$ cat src/rtl/core/agasf_pkg.sv
// ----------------------------------------------------------------------------
// agasf_pkg: shared types and helpers for the affine-gap score fill
// word types, register indexes and saturating arithmetic
// ----------------------------------------------------------------------------
package agasf_pkg;

  localparam int MaxColumns = 1024;
  localparam int ColW       = $clog2(MaxColumns);
  localparam int MaxRows    = 65535;
  localparam int RowW       = 16;
  localparam int CfgIdxW    = 3;

  typedef enum logic [CfgIdxW-1:0] {
    REG_GAP_OPEN_A   = 3'd0,
    REG_GAP_EXTEND_A = 3'd1,
    REG_GAP_OPEN_B   = 3'd2,
    REG_GAP_EXTEND_B = 3'd3,
    REG_EXT_ON_OPEN  = 3'd4,
    REG_END_GAP_ON   = 3'd5,
    REG_GLOBAL_MODE  = 3'd6,
    REG_ROW_LENGTH   = 3'd7
  } cfg_reg_e;

  typedef struct packed {
    logic signed [23:0] match_score;
    logic               last_cell;
  } in_word_t;

  typedef struct packed {
    logic signed [31:0] cell_score;
    logic               best_from_diagonal;
    logic               best_from_gap_a;
    logic               best_from_gap_b;
    logic               end_of_matrix;
  } out_word_t;

  // classified cell as handed from front to back
  typedef struct packed {
    logic signed [23:0] match_score;
    logic               last_cell;
    logic [ColW-1:0]    col;
    logic               row_zero;
    logic               col_zero;
    logic               col_gt1;
    logic               row_gt1;
  } cell_t;

  function automatic logic signed [31:0] sat_add(input logic signed [31:0] a,
                                                 input logic signed [31:0] b);
    logic signed [32:0] s;
    s = 33'(a) + 33'(b);
    if (s > 33'sd2147483647)       sat_add = 32'sh7fffffff;
    else if (s < -33'sd2147483648) sat_add = 32'sh80000000;
    else                           sat_add = s[31:0];
  endfunction

  function automatic logic signed [31:0] max2(input logic signed [31:0] a,
                                              input logic signed [31:0] b);
    max2 = (b > a) ? b : a;
  endfunction

endpackage

$ cat src/rtl/core/agasf_queue.sv
// ----------------------------------------------------------------------------
// agasf_queue: two-entry cell queue
// decouples the position tracker from the score datapath
// ----------------------------------------------------------------------------
module agasf_queue (
  input  logic             clk_i,
  input  logic             rst_ni,
  input  logic             push_i,
  input  agasf_pkg::cell_t push_data_i,
  output logic             full_o,
  output logic             valid_o,
  input  logic             pop_i,
  output agasf_pkg::cell_t data_o
);
  agasf_pkg::cell_t mem_q [2];
  logic       wp_q, rp_q;
  logic [1:0] cnt_q;

  assign full_o  = (cnt_q == 2'd2);
  assign valid_o = (cnt_q != 2'd0);
  assign data_o  = mem_q[rp_q];

  always_ff @(posedge clk_i) begin
    if (push_i) mem_q[wp_q] <= push_data_i;
  end

  always_ff @(posedge clk_i or negedge rst_ni) begin
    if (!rst_ni) begin
      wp_q  <= 1'b0;
      rp_q  <= 1'b0;
      cnt_q <= 2'd0;
    end else begin
      if (push_i) wp_q <= ~wp_q;
      if (pop_i)  rp_q <= ~rp_q;
      cnt_q <= cnt_q + {1'b0, push_i} - {1'b0, pop_i};
    end
  end
endmodule

$ cat config.mk
export PLATFORM = sky130hd
export DESIGN_NAME = agasf_queue
export DESIGN_NICKNAME = d
export VERILOG_FILES = /design/src/rtl/core/agasf_pkg.sv /design/src/rtl/core/agasf_queue.sv
export SDC_FILE = /design/constraint.sdc
export NUM_CORES = 1
export LEC_CHECK = 0
export BUFFER_PORTS_ARGS = -buffer_cell sky130_fd_sc_hd__buf_4
export CAP_MARGIN = 20
export CELL_PAD_IN_SITES_DETAIL_PLACEMENT = 1
export CELL_PAD_IN_SITES_GLOBAL_PLACEMENT = 2
export CORE_MARGIN = 3
export CORE_UTILIZATION = 39
export CTS_BUF_LIST = sky130_fd_sc_hd__clkbuf_8
export DETAILED_ROUTE_END_ITERATION = 7
export HOLD_SLACK_MARGIN = 0.03
export PLACE_DENSITY = 0.93
export SYNTH_ARGS = -nofsm -noshare
export SYNTH_HDL_FRONTEND = slang
export SYNTH_SLANG_ARGS = --single-unit
export TNS_END_PERCENT = 20
$ cat constraint.sdc
create_clock -name clk_i -period 3.05 [get_ports clk_i]
set_input_delay 0.1525 -clock clk_i [delete_from_list [all_inputs] [get_ports clk_i]]
set_output_delay 0.1525 -clock clk_i [all_outputs]
set_load 0.005 [all_outputs]
==> impl_metrics.yaml <==
outcome:
  outcome: "finished, final reports clean"
floorplan:
  start_util_pct: 41.1
  die_x_um: 94.1
  core-area_sq_um: 7370
  num_rows: 31
  die_y_um: 94.1
  die-area_sq_um: 8850
  io-pin-count: 84
place:
  dp_slack_ns: 1.33
  routabilityCongestion: 0.694
  dp.cells: 315
  numPortBuffers: 83
  dp_hpwl_um: 3610
  place_area_sq_um: 3740
power:
  leakagePower_nw: 1.67
  powerDensity_nw_per_um2: 783
  vdd_ir_drop_max_v: 0.000397
  power_mw: 3.42
yosys:
  ys_seq_area_share_pct: 80.7
  synth_commonest_cells: "78 x edfxtp_1, 39 x mux2_2, 4 x buf_6, 4 x dfrtp_1"
  synth_edf_count: 78
  synthAdderAreaFrac_pct: 0.827
  yosys.area_share.xor_xnor_pct: 1.36
  synth_top_flop_cell: "edfxtp_1"
  syn_area_sq_um: 3030
  synth_cell_type_count: 11
  ys_warn_count: 0
  synth-compound-area-share_pct: 0
  synth.most_common_cell: "edfxtp_1"
  synth_top_area_share_pct: 77.4
  synthTopCellsByArea: "edfxtp_1 77%, mux2_2 15%, dfrtp_1 3.3%"
  synthArstFlopShare_pct: 4.88
  yosysTopAreaCell: "edfxtp_1"
  synthMuxAreaShare_pct: 14.5
  synth.avg_cell_area_sq_um: 22.2
  synth-simple-area-share_pct: 0.827
  synth_top_family_by_area: "multiplexers"
  synthCells: 136
  synth_nets: 181
  synth-seq-cells: 82
cts:
  post_cts_buffers: 0
  cts_resized: 0
  cts_tree: "done"
  htreeDepth: 3
  path_clk_slew_ns: 0.08
  cts_num_sinks: 82
  cts.path.max_buffers: 2
  cts_made_buffers: 9
  cts_hold_buf: 42
  clkLatencyLatePin_ns: 0.33
  cts.root.buffer_cell: "clkbuf_8"
setup_path:
  r2r-start: "wp_q$_DFFE_PN0P_"
  worst-endpoint-arrival_ns: 1.89
  endpoint_kind: "primary output"
  worst-path-buf-inv: 1
  r2r_end: "mem_q[0][19]$_DFFE_PP_"
  r2r_slack_ns: 1.37
  critPathMaxFanout: 40
  worstPathCellList: "mux2_2, buf_4"
  cp_slowest_cell: "dfrtp_2"
  critPathKind: "flip-flop to primary output"
  required_ns: 2.90
  crit_path_max_incr_delay_ns: 0.97
  start_kind: "flip-flop"
  cp_top_family: "flip-flops"
  r2r_cells: 2
sta:
  max_slew_margin_pct: 35.9
  fmax_mhz: 490
  min_period_ns: 2.04
  worst_pin_slew_ns: 0.961
  finalCritPeriodShare_pct: 67.0
  timing_hold_violations_final: 0
  finClkSkew_ns: 0.00596
  setup_ws_ns: 1.01
  tns_ns: 0
  slew_viol_final: 0
  setup_violations: 0
  rsz0062_at_grt: "false"
grt:
  grt_pass1_vias: 1931
  grt_use_total_pct: 14.8
  grt_antenna_before_repair: 0
  grt_pass1_wl_um: 9760
  grt_max_degree: 41
  overflow: 0
detailed_routing:
  drt_pass1_iterations: 3
  via_per_inst: 4.57
  finalWirelength_um: 6130
  vias: 1704
  detail-route-antenna-nets: 0
  first_iter_violations: 77
  drc: 0
  wl_per_cell_um: 16.4
final_layout:
  nets: 314
  antenna_cells: 0
  synthToLayoutAreaGrowth_pct: 44.3
  instances_no_fill: 373
  final_area_sq_um: 4370
  drive_above_1_share_pct: 51.8
hold_path:
  hold_class: "primary input to asynchronous set/reset pin"
job:
  drv_cap: 0
## cells in the final DEF (no fill, tap or decap)
master,instances
bufinv_16,1
inv_6,2
dfrtp_2,1
nor2b_4,1
inv_1,2
xor3_1,1
xor2_1,2
buf_4,84
dfrtp_1,3
clkinvlp_4,1
and2_2,1
mux2_2,39
nor2b_1,1
edfxtp_1,78
dlygate4sd3_1,42
or2_2,1
clkinv_4,2
clkbuf_8,9
ha_1,2
clkinv_1,1
## layout make-up
cell class | count | area (sq um)
inverters | 2 | 7.51
multi-input cells | 48 | 539
fillers | 672 | 3000
clock buffers | 9 | 124
well taps | 99 | 124
flip-flops and latches | 82 | 2440
repair buffers | 126 | 1050
clock inverters | 7 | 76.3
## sequential cells by signal, indices dropped and copies added, names as in the netlist
name	count
rp_q	1
mem_q	78
cnt_q	2
wp_q	1
## where the power goes
group,leakage (nW),total [mW],switching (mW),internal [mW]
Clock,0.0979,0.775,0.390,0.384
Sequential,0.778,1.66,0.163,1.50
Combinational,0.797,0.984,0.361,0.623
Total,1.67,3.42,0.915,2.51
## through the flow
step / hold WS (ns) / utilization (%)
6_report: 0.149 / 59.2
5_1_grt: 0.132 / 59.2
4_1_cts: 0.127 / 59.2
3_5_place_dp: -0.0474 / 50.8
3_3_place_gp: -0.0485 / 50.8
2_1_floorplan: -0.143 / -
## worst max-delay path by stage
| stage | start | slack (ns) | depth (start not counted) | endpoint |
|---|---|---|---|---|
| after global placement | rp_q$_DFFE_PN0P_ | 1.32 | 2 | data_o[22] |
| after floorplan | wp_q$_DFFE_PN0P_ | 0.46 | 1 | mem_q[0][0]$_DFFE_PP_ |
| after global routing | rp_q$_DFFE_PN0P_ | 0.88 | 2 | data_o[12] |
| final | rp_q$_DFFE_PN0P_ | 1.01 | 2 | data_o[12] |
| after CTS | rp_q$_DFFE_PN0P_ | 0.94 | 2 | data_o[19] |
| after detailed placement | rp_q$_DFFE_PN0P_ | 1.33 | 2 | data_o[19] |
## worst register-to-register path, stage by stage (launching register included)
cell,delay (ns)
dfrtp_1,0.43
nor2b_4,0.52
buf_4,0.41
## logic make-up after synthesis
kind of cell  Yosys count
flops                  82
mux                    39
buf+inv                 6
simple gates            4
xor+xnor                3
fa+ha+maj               2
## per-layer routing
metal	track usage, %	vias to the layer above	part of all wire [%]
met3	5.05	2	5.9
met1	17.5	840	43
met2	25.7	67	51
met4	3.61	0	0.33
met5	0	-	0
li1	-	795	-
No activity file was read; power rests on OpenSTA's default activity.
