`src/rtl/core/agasf_pkg.sv`:
```
// ----------------------------------------------------------------------------
// agasf_pkg: shared types and helpers for the affine-gap score fill
// word types, register indexes and saturating arithmetic
// ----------------------------------------------------------------------------
package agasf_pkg;

  localparam int MaxColumns = 1024;
  localparam int ColW       = $clog2(MaxColumns);
  localparam int MaxRows    = 65535;
  localparam int RowW       = 16;
  localparam int CfgIdxW    = 3;

  typedef enum logic [CfgIdxW-1:0] {
    REG_GAP_OPEN_A   = 3'd0,
    REG_GAP_EXTEND_A = 3'd1,
    REG_GAP_OPEN_B   = 3'd2,
    REG_GAP_EXTEND_B = 3'd3,
    REG_EXT_ON_OPEN  = 3'd4,
    REG_END_GAP_ON   = 3'd5,
    REG_GLOBAL_MODE  = 3'd6,
    REG_ROW_LENGTH   = 3'd7
  } cfg_reg_e;

  typedef struct packed {
    logic signed [23:0] match_score;
    logic               last_cell;
  } in_word_t;

  typedef struct packed {
    logic signed [31:0] cell_score;
    logic               best_from_diagonal;
    logic               best_from_gap_a;
    logic               best_from_gap_b;
    logic               end_of_matrix;
  } out_word_t;

  // classified cell as handed from front to back
  typedef struct packed {
    logic signed [23:0] match_score;
    logic               last_cell;
    logic [ColW-1:0]    col;
    logic               row_zero;
    logic               col_zero;
    logic               col_gt1;
    logic               row_gt1;
  } cell_t;

  function automatic logic signed [31:0] sat_add(input logic signed [31:0] a,
                                                 input logic signed [31:0] b);
    logic signed [32:0] s;
    s = 33'(a) + 33'(b);
    if (s > 33'sd2147483647)       sat_add = 32'sh7fffffff;
    else if (s < -33'sd2147483648) sat_add = 32'sh80000000;
    else                           sat_add = s[31:0];
  endfunction

  function automatic logic signed [31:0] max2(input logic signed [31:0] a,
                                              input logic signed [31:0] b);
    max2 = (b > a) ? b : a;
  endfunction

endpackage

```
`src/rtl/core/agasf_front.sv`:
```
// ----------------------------------------------------------------------------
// agasf_front: cell position tracking
// accepts score words and tags each with its row/column class
// ----------------------------------------------------------------------------
module agasf_front (
  input  logic                clk_i,
  input  logic                rst_ni,
  input  logic [10:0]         row_length_i,
  input  logic                in_valid,
  output logic                in_stall,
  input  agasf_pkg::in_word_t in_data,
  output logic                q_valid_o,
  input  logic                q_full_i,
  output agasf_pkg::cell_t    q_data_o
);
  logic [agasf_pkg::RowW-1:0] row_q, row_d;
  logic [agasf_pkg::ColW-1:0] col_q, col_d;
  logic [10:0]                len;
  logic                       acc;

  assign in_stall = q_full_i;
  assign acc      = in_valid & ~q_full_i;
  assign q_valid_o = acc;

  always_comb begin
    if (row_length_i == 11'd0) len = 11'd1;
    else if (row_length_i > 11'(agasf_pkg::MaxColumns)) len = 11'(agasf_pkg::MaxColumns);
    else len = row_length_i;
  end

  always_comb begin
    row_d = row_q;
    col_d = col_q;
    if (in_data.last_cell) begin
      row_d = '0;
      col_d = '0;
    end else if (11'(col_q) + 11'd1 >= len) begin
      col_d = '0;
      if (row_q != agasf_pkg::RowW'(agasf_pkg::MaxRows - 1)) row_d = row_q + 1'b1;
    end else begin
      col_d = col_q + 1'b1;
    end
  end

  always_ff @(posedge clk_i or negedge rst_ni) begin
    if (!rst_ni) begin
      row_q <= '0;
      col_q <= '0;
    end else if (acc) begin
      row_q <= row_d;
      col_q <= col_d;
    end
  end

  always_comb begin
    q_data_o.match_score = in_data.match_score;
    q_data_o.last_cell   = in_data.last_cell;
    q_data_o.col         = col_q;
    q_data_o.row_zero    = (row_q == '0);
    q_data_o.col_zero    = (col_q == '0);
    q_data_o.col_gt1     = (col_q > agasf_pkg::ColW'(1));
    q_data_o.row_gt1     = (row_q > agasf_pkg::RowW'(1));
  end
endmodule

```
`config.mk`:
```
export PLATFORM = sky130hd
export DESIGN_NAME = agasf_front
export DESIGN_NICKNAME = d
export VERILOG_FILES = /design/src/rtl/core/agasf_pkg.sv /design/src/rtl/core/agasf_front.sv
export SDC_FILE = /design/constraint.sdc
export NUM_CORES = 1
export LEC_CHECK = 0
export ABC_CLOCK_PERIOD_IN_PS = 2700
export BUFFER_PORTS_ARGS = -buffer_cell sky130_fd_sc_hd__clkbuf_2
export CAP_MARGIN = 20
export CORE_ASPECT_RATIO = 1.4
export CORE_MARGIN = 2
export CORE_UTILIZATION = 35
export CTS_CLUSTER_SIZE = 20
export DETAILED_ROUTE_END_ITERATION = 8
export SETUP_SLACK_MARGIN = 0.02
export SYNTH_ARGS = -nofsm -noshare
export SYNTH_HDL_FRONTEND = slang
export SYNTH_SLANG_ARGS = --single-unit
export TNS_END_PERCENT = 50
```
`constraint.sdc`:
```
create_clock -name clk_i -period 2.7 [get_ports clk_i]
set_clock_uncertainty 0.05 [all_clocks]
set_input_delay 0.54 -clock clk_i [delete_from_list [all_inputs] [get_ports clk_i]]
set_output_delay 0.54 -clock clk_i [all_outputs]
set_load 0.02 [all_outputs]
```
==> results.cfg <==
[grt]
grt_usage = 0.1666
grt_pass1_wl_um = 9494
grt_max_degree = 27
antenna_found_initial = 0
grt_pass1_vias = 2022
grt_overflow = 0

[logic_synthesis]
synthMuxAreaShare = 0
synth_simple_gate_area_frac = 0.2605
post_synth_xor_area_fraction = 0.03185
synth-compound-area-share = 0.1792
syn_nets = 323
yosysSeqAreaShare = 0.2958
avgSynthCellArea_um2 = 8.332
synth_ff_type = dfrtp_1
yosys.area_share.adder = 0.1081
synth_top_family_by_area = simple AND/OR/NAND/NOR gates
synth_cell_types = 44
mappedNetlistArea_um2 = 2200
synth-edff-count = 0
ys_ff_latch = 26
async_flop_share = 1.000
synth_warnings = 0
netlist_instances = 264

[die]
start_util = 0.3566
die_x_um = 71
rows = 34
coreArea_um2 = 6168
io_pins = 81
die_h_um = 97.80
die_area_um2 = 6944

[layout]
drive_gt1_frac = 0.3379
fin_nets = 353
n_fill_cell = 599
area_growth_syn_to_layout_pct = 22.13
antenna_cells = 0

[route]
first_iter_violations = 143
via_count = 2132
vias_per_cell = 5.841
routed_wl_um = 5880
post-route-drc-count = 0
wl_per_cell_um = 16.11
drtAntennaViolNets = 0
drt-pass1-iter-count = 4

[worst_setup_path]
crit_path_end_kind = flip-flop
required_ps = 2870
start_kind = flip-flop
path_class = flip-flop to flip-flop
crit_arrival_ps = 2820
path_max_fanout = 4

[clock_tree]
ctsHoldBuffers = 0
cts.sinks = 26
clkTransAtPathRegs_ps = 110
htreeDepth = 1
clock_path_buffers = 2
clock_latency_ps = 290
cts_tree = done
cts_root_buffer = clkbuf_8
numCtsBuffers = 3

[min_path]
hp-class = input pin to asynchronous set/reset pin

[sta]
min_period_over_period = 0.9830
maxSlewHeadroom = 0.4916
worst-slew-pin-transition_ps = 755.6
slew_violations = 0
post-route-min-period_ps = 2654
finalSetupViolations = 0
final_hold_viol_count = 0
layout_setup_ws_ps = 45.78
rsz0062_at_grt = yes
setup_tns_ps = 0
fmax_ghz = 0.3768

[pwr]
cellPowerDensity_nw_per_um2 = 413.1
peakVddDrop_uv = 234.7
p_leak_nw = 1.239

[place]
gp_congestion = 0.9340
dp_slack_ps = -254.5
hpwlAfterDp_um = 4354
portBuffers = 32

[run_status]
status = finished, final reports clean

[run]
drv_cap = 0
final timing paths:
kind                                             from               endpoint  slack [ps]  cells past startpoint
worst min register to register  row_q[10]$_DFFE_PN0P_  row_q[10]$_DFFE_PN0P_         540                      2
worst max-delay path             col_q[0]$_DFFE_PN0P_   row_q[4]$_DFFE_PN0P_          50                     12
min in group clk_i              row_q[10]$_DFFE_PN0P_  row_q[10]$_DFFE_PN0P_         540                      2
max in group asynchronous                      rst_ni   col_q[0]$_DFFE_PN0P_        1880                      1
worst min-delay path                           rst_ni   row_q[1]$_DFFE_PN0P_         230                      1
worst max register to register   col_q[0]$_DFFE_PN0P_   row_q[4]$_DFFE_PN0P_          50                     12
cells in the mapped netlist, drive strengths merged, types with 6 or more instances:
library cell / n / area [µm²]
nand3: 20 / 100.1
nor4: 15 / 93.84
ha: 19 / 237.7
a22o: 9 / 78.83
nand2: 38 / 145.1
o211ai: 8 / 60.06
inv: 8 / 30.03
clkbuf: 10 / 37.54
nor2: 13 / 48.80
buf: 27 / 198.9
dfrtp: 26 / 650.6
and3: 6 / 37.54
state kept, by name (all words and copies together), names as in the netlist:
register	count
col_q	10
row_q	16
cell usage in the layout (no fill, tap or decap), types with 3 or more instances in the layout:
master	synthesis	final
or4_4	2	3
a21oi_1	3	3
clkbuf_2	0	32
nand4_1	5	5
dfrtp_1	26	24
nor4_1	15	14
nand3_2	0	4
a22o_1	9	9
o311ai_1	0	3
ha_1	19	18
nor2_1	13	10
nor3_1	5	5
o211ai_1	8	8
and3_1	6	5
inv_1	6	6
nor2_4	0	3
o21ai_1	0	3
buf_6	0	3
xnor2_1	5	3
a32oi_1	4	4
clkbuf_8	0	3
nand3_1	20	15
buf_4	26	27
a21o_1	3	3
nand2_1	37	36
layout make-up:
cell class                      instances  area [µm²]  share of cell area
Clock buffer                            3       41.29             0.01537
Clock inverter                          1       30.03             0.01118
Inverter                               10       37.54             0.01397
Multi-Input combinational cell        191        1438              0.5352
Sequential cell                        26       653.1              0.2431
Tap cell                               72       90.09             0.03354
Timing Repair Buffer                   62       396.6              0.1476
cells by family (layout without fill, tap and decap cells):
family / count (synthesis) / count (layout)
compound gates: 50 / 50
xor+xnor: 8 / 8
fa+ha+maj: 19 / 19
buf+inv: 47 / 76
flops: 26 / 26
simple gates: 114 / 114
critical path: stages, from the launching register on:
cell and delay, ps:
dfrtp_2 430, ha_4 170, nand3_4 80, nor2_4 170, nand3_2 110, xnor2_2 150, ha_1 270, and3_4 180
o211ai_1 110, and2_4 190, buf_4 140, or4_1 460, nand3_1 70
stage by stage:
step                hold slack (ps)  power (W)  cell area [µm²]  utilization  instances
floorplan                     194.4  0.0006967             2241            -        264
global placement              475.0  0.0007543             2439       0.3953        357
detailed placement            483.2  0.0007572             2439       0.3953        357
CTS                           263.6   0.001098             2522       0.4089        362
global route                  280.5   0.001174             2686       0.4355        365
finish                        231.9   0.001110             2686       0.4355        365
layer usage:
metal,routed length (µm),GRT usage,share of wire,vias to the layer above
met5,0,0,0,-
met4,159,0.06967,0.027,0
met3,272,0.01961,0.046,16
met2,3112,0.2983,0.53,77
met1,2335,0.1979,0.40,1029
li1,-,-,-,1010
power breakdown:
| group | internal (W) | switching (W) |
|---|---|---|
| clock network | 0.000199 | 0.000138 |
| registers | 0.000421 | 0.0000522 |
| logic | 0.000124 | 0.000176 |
| total | 0.000743 | 0.000366 |
what timing repair did:
item                       in CTS  in global routing
gates cloned                    0                  1
setup endpoints to repair       9                 26
setup buffers                   1                  2
resized for setup               2                 33
pin swaps                       0                 16
Power figures use the tool's default switching activity.
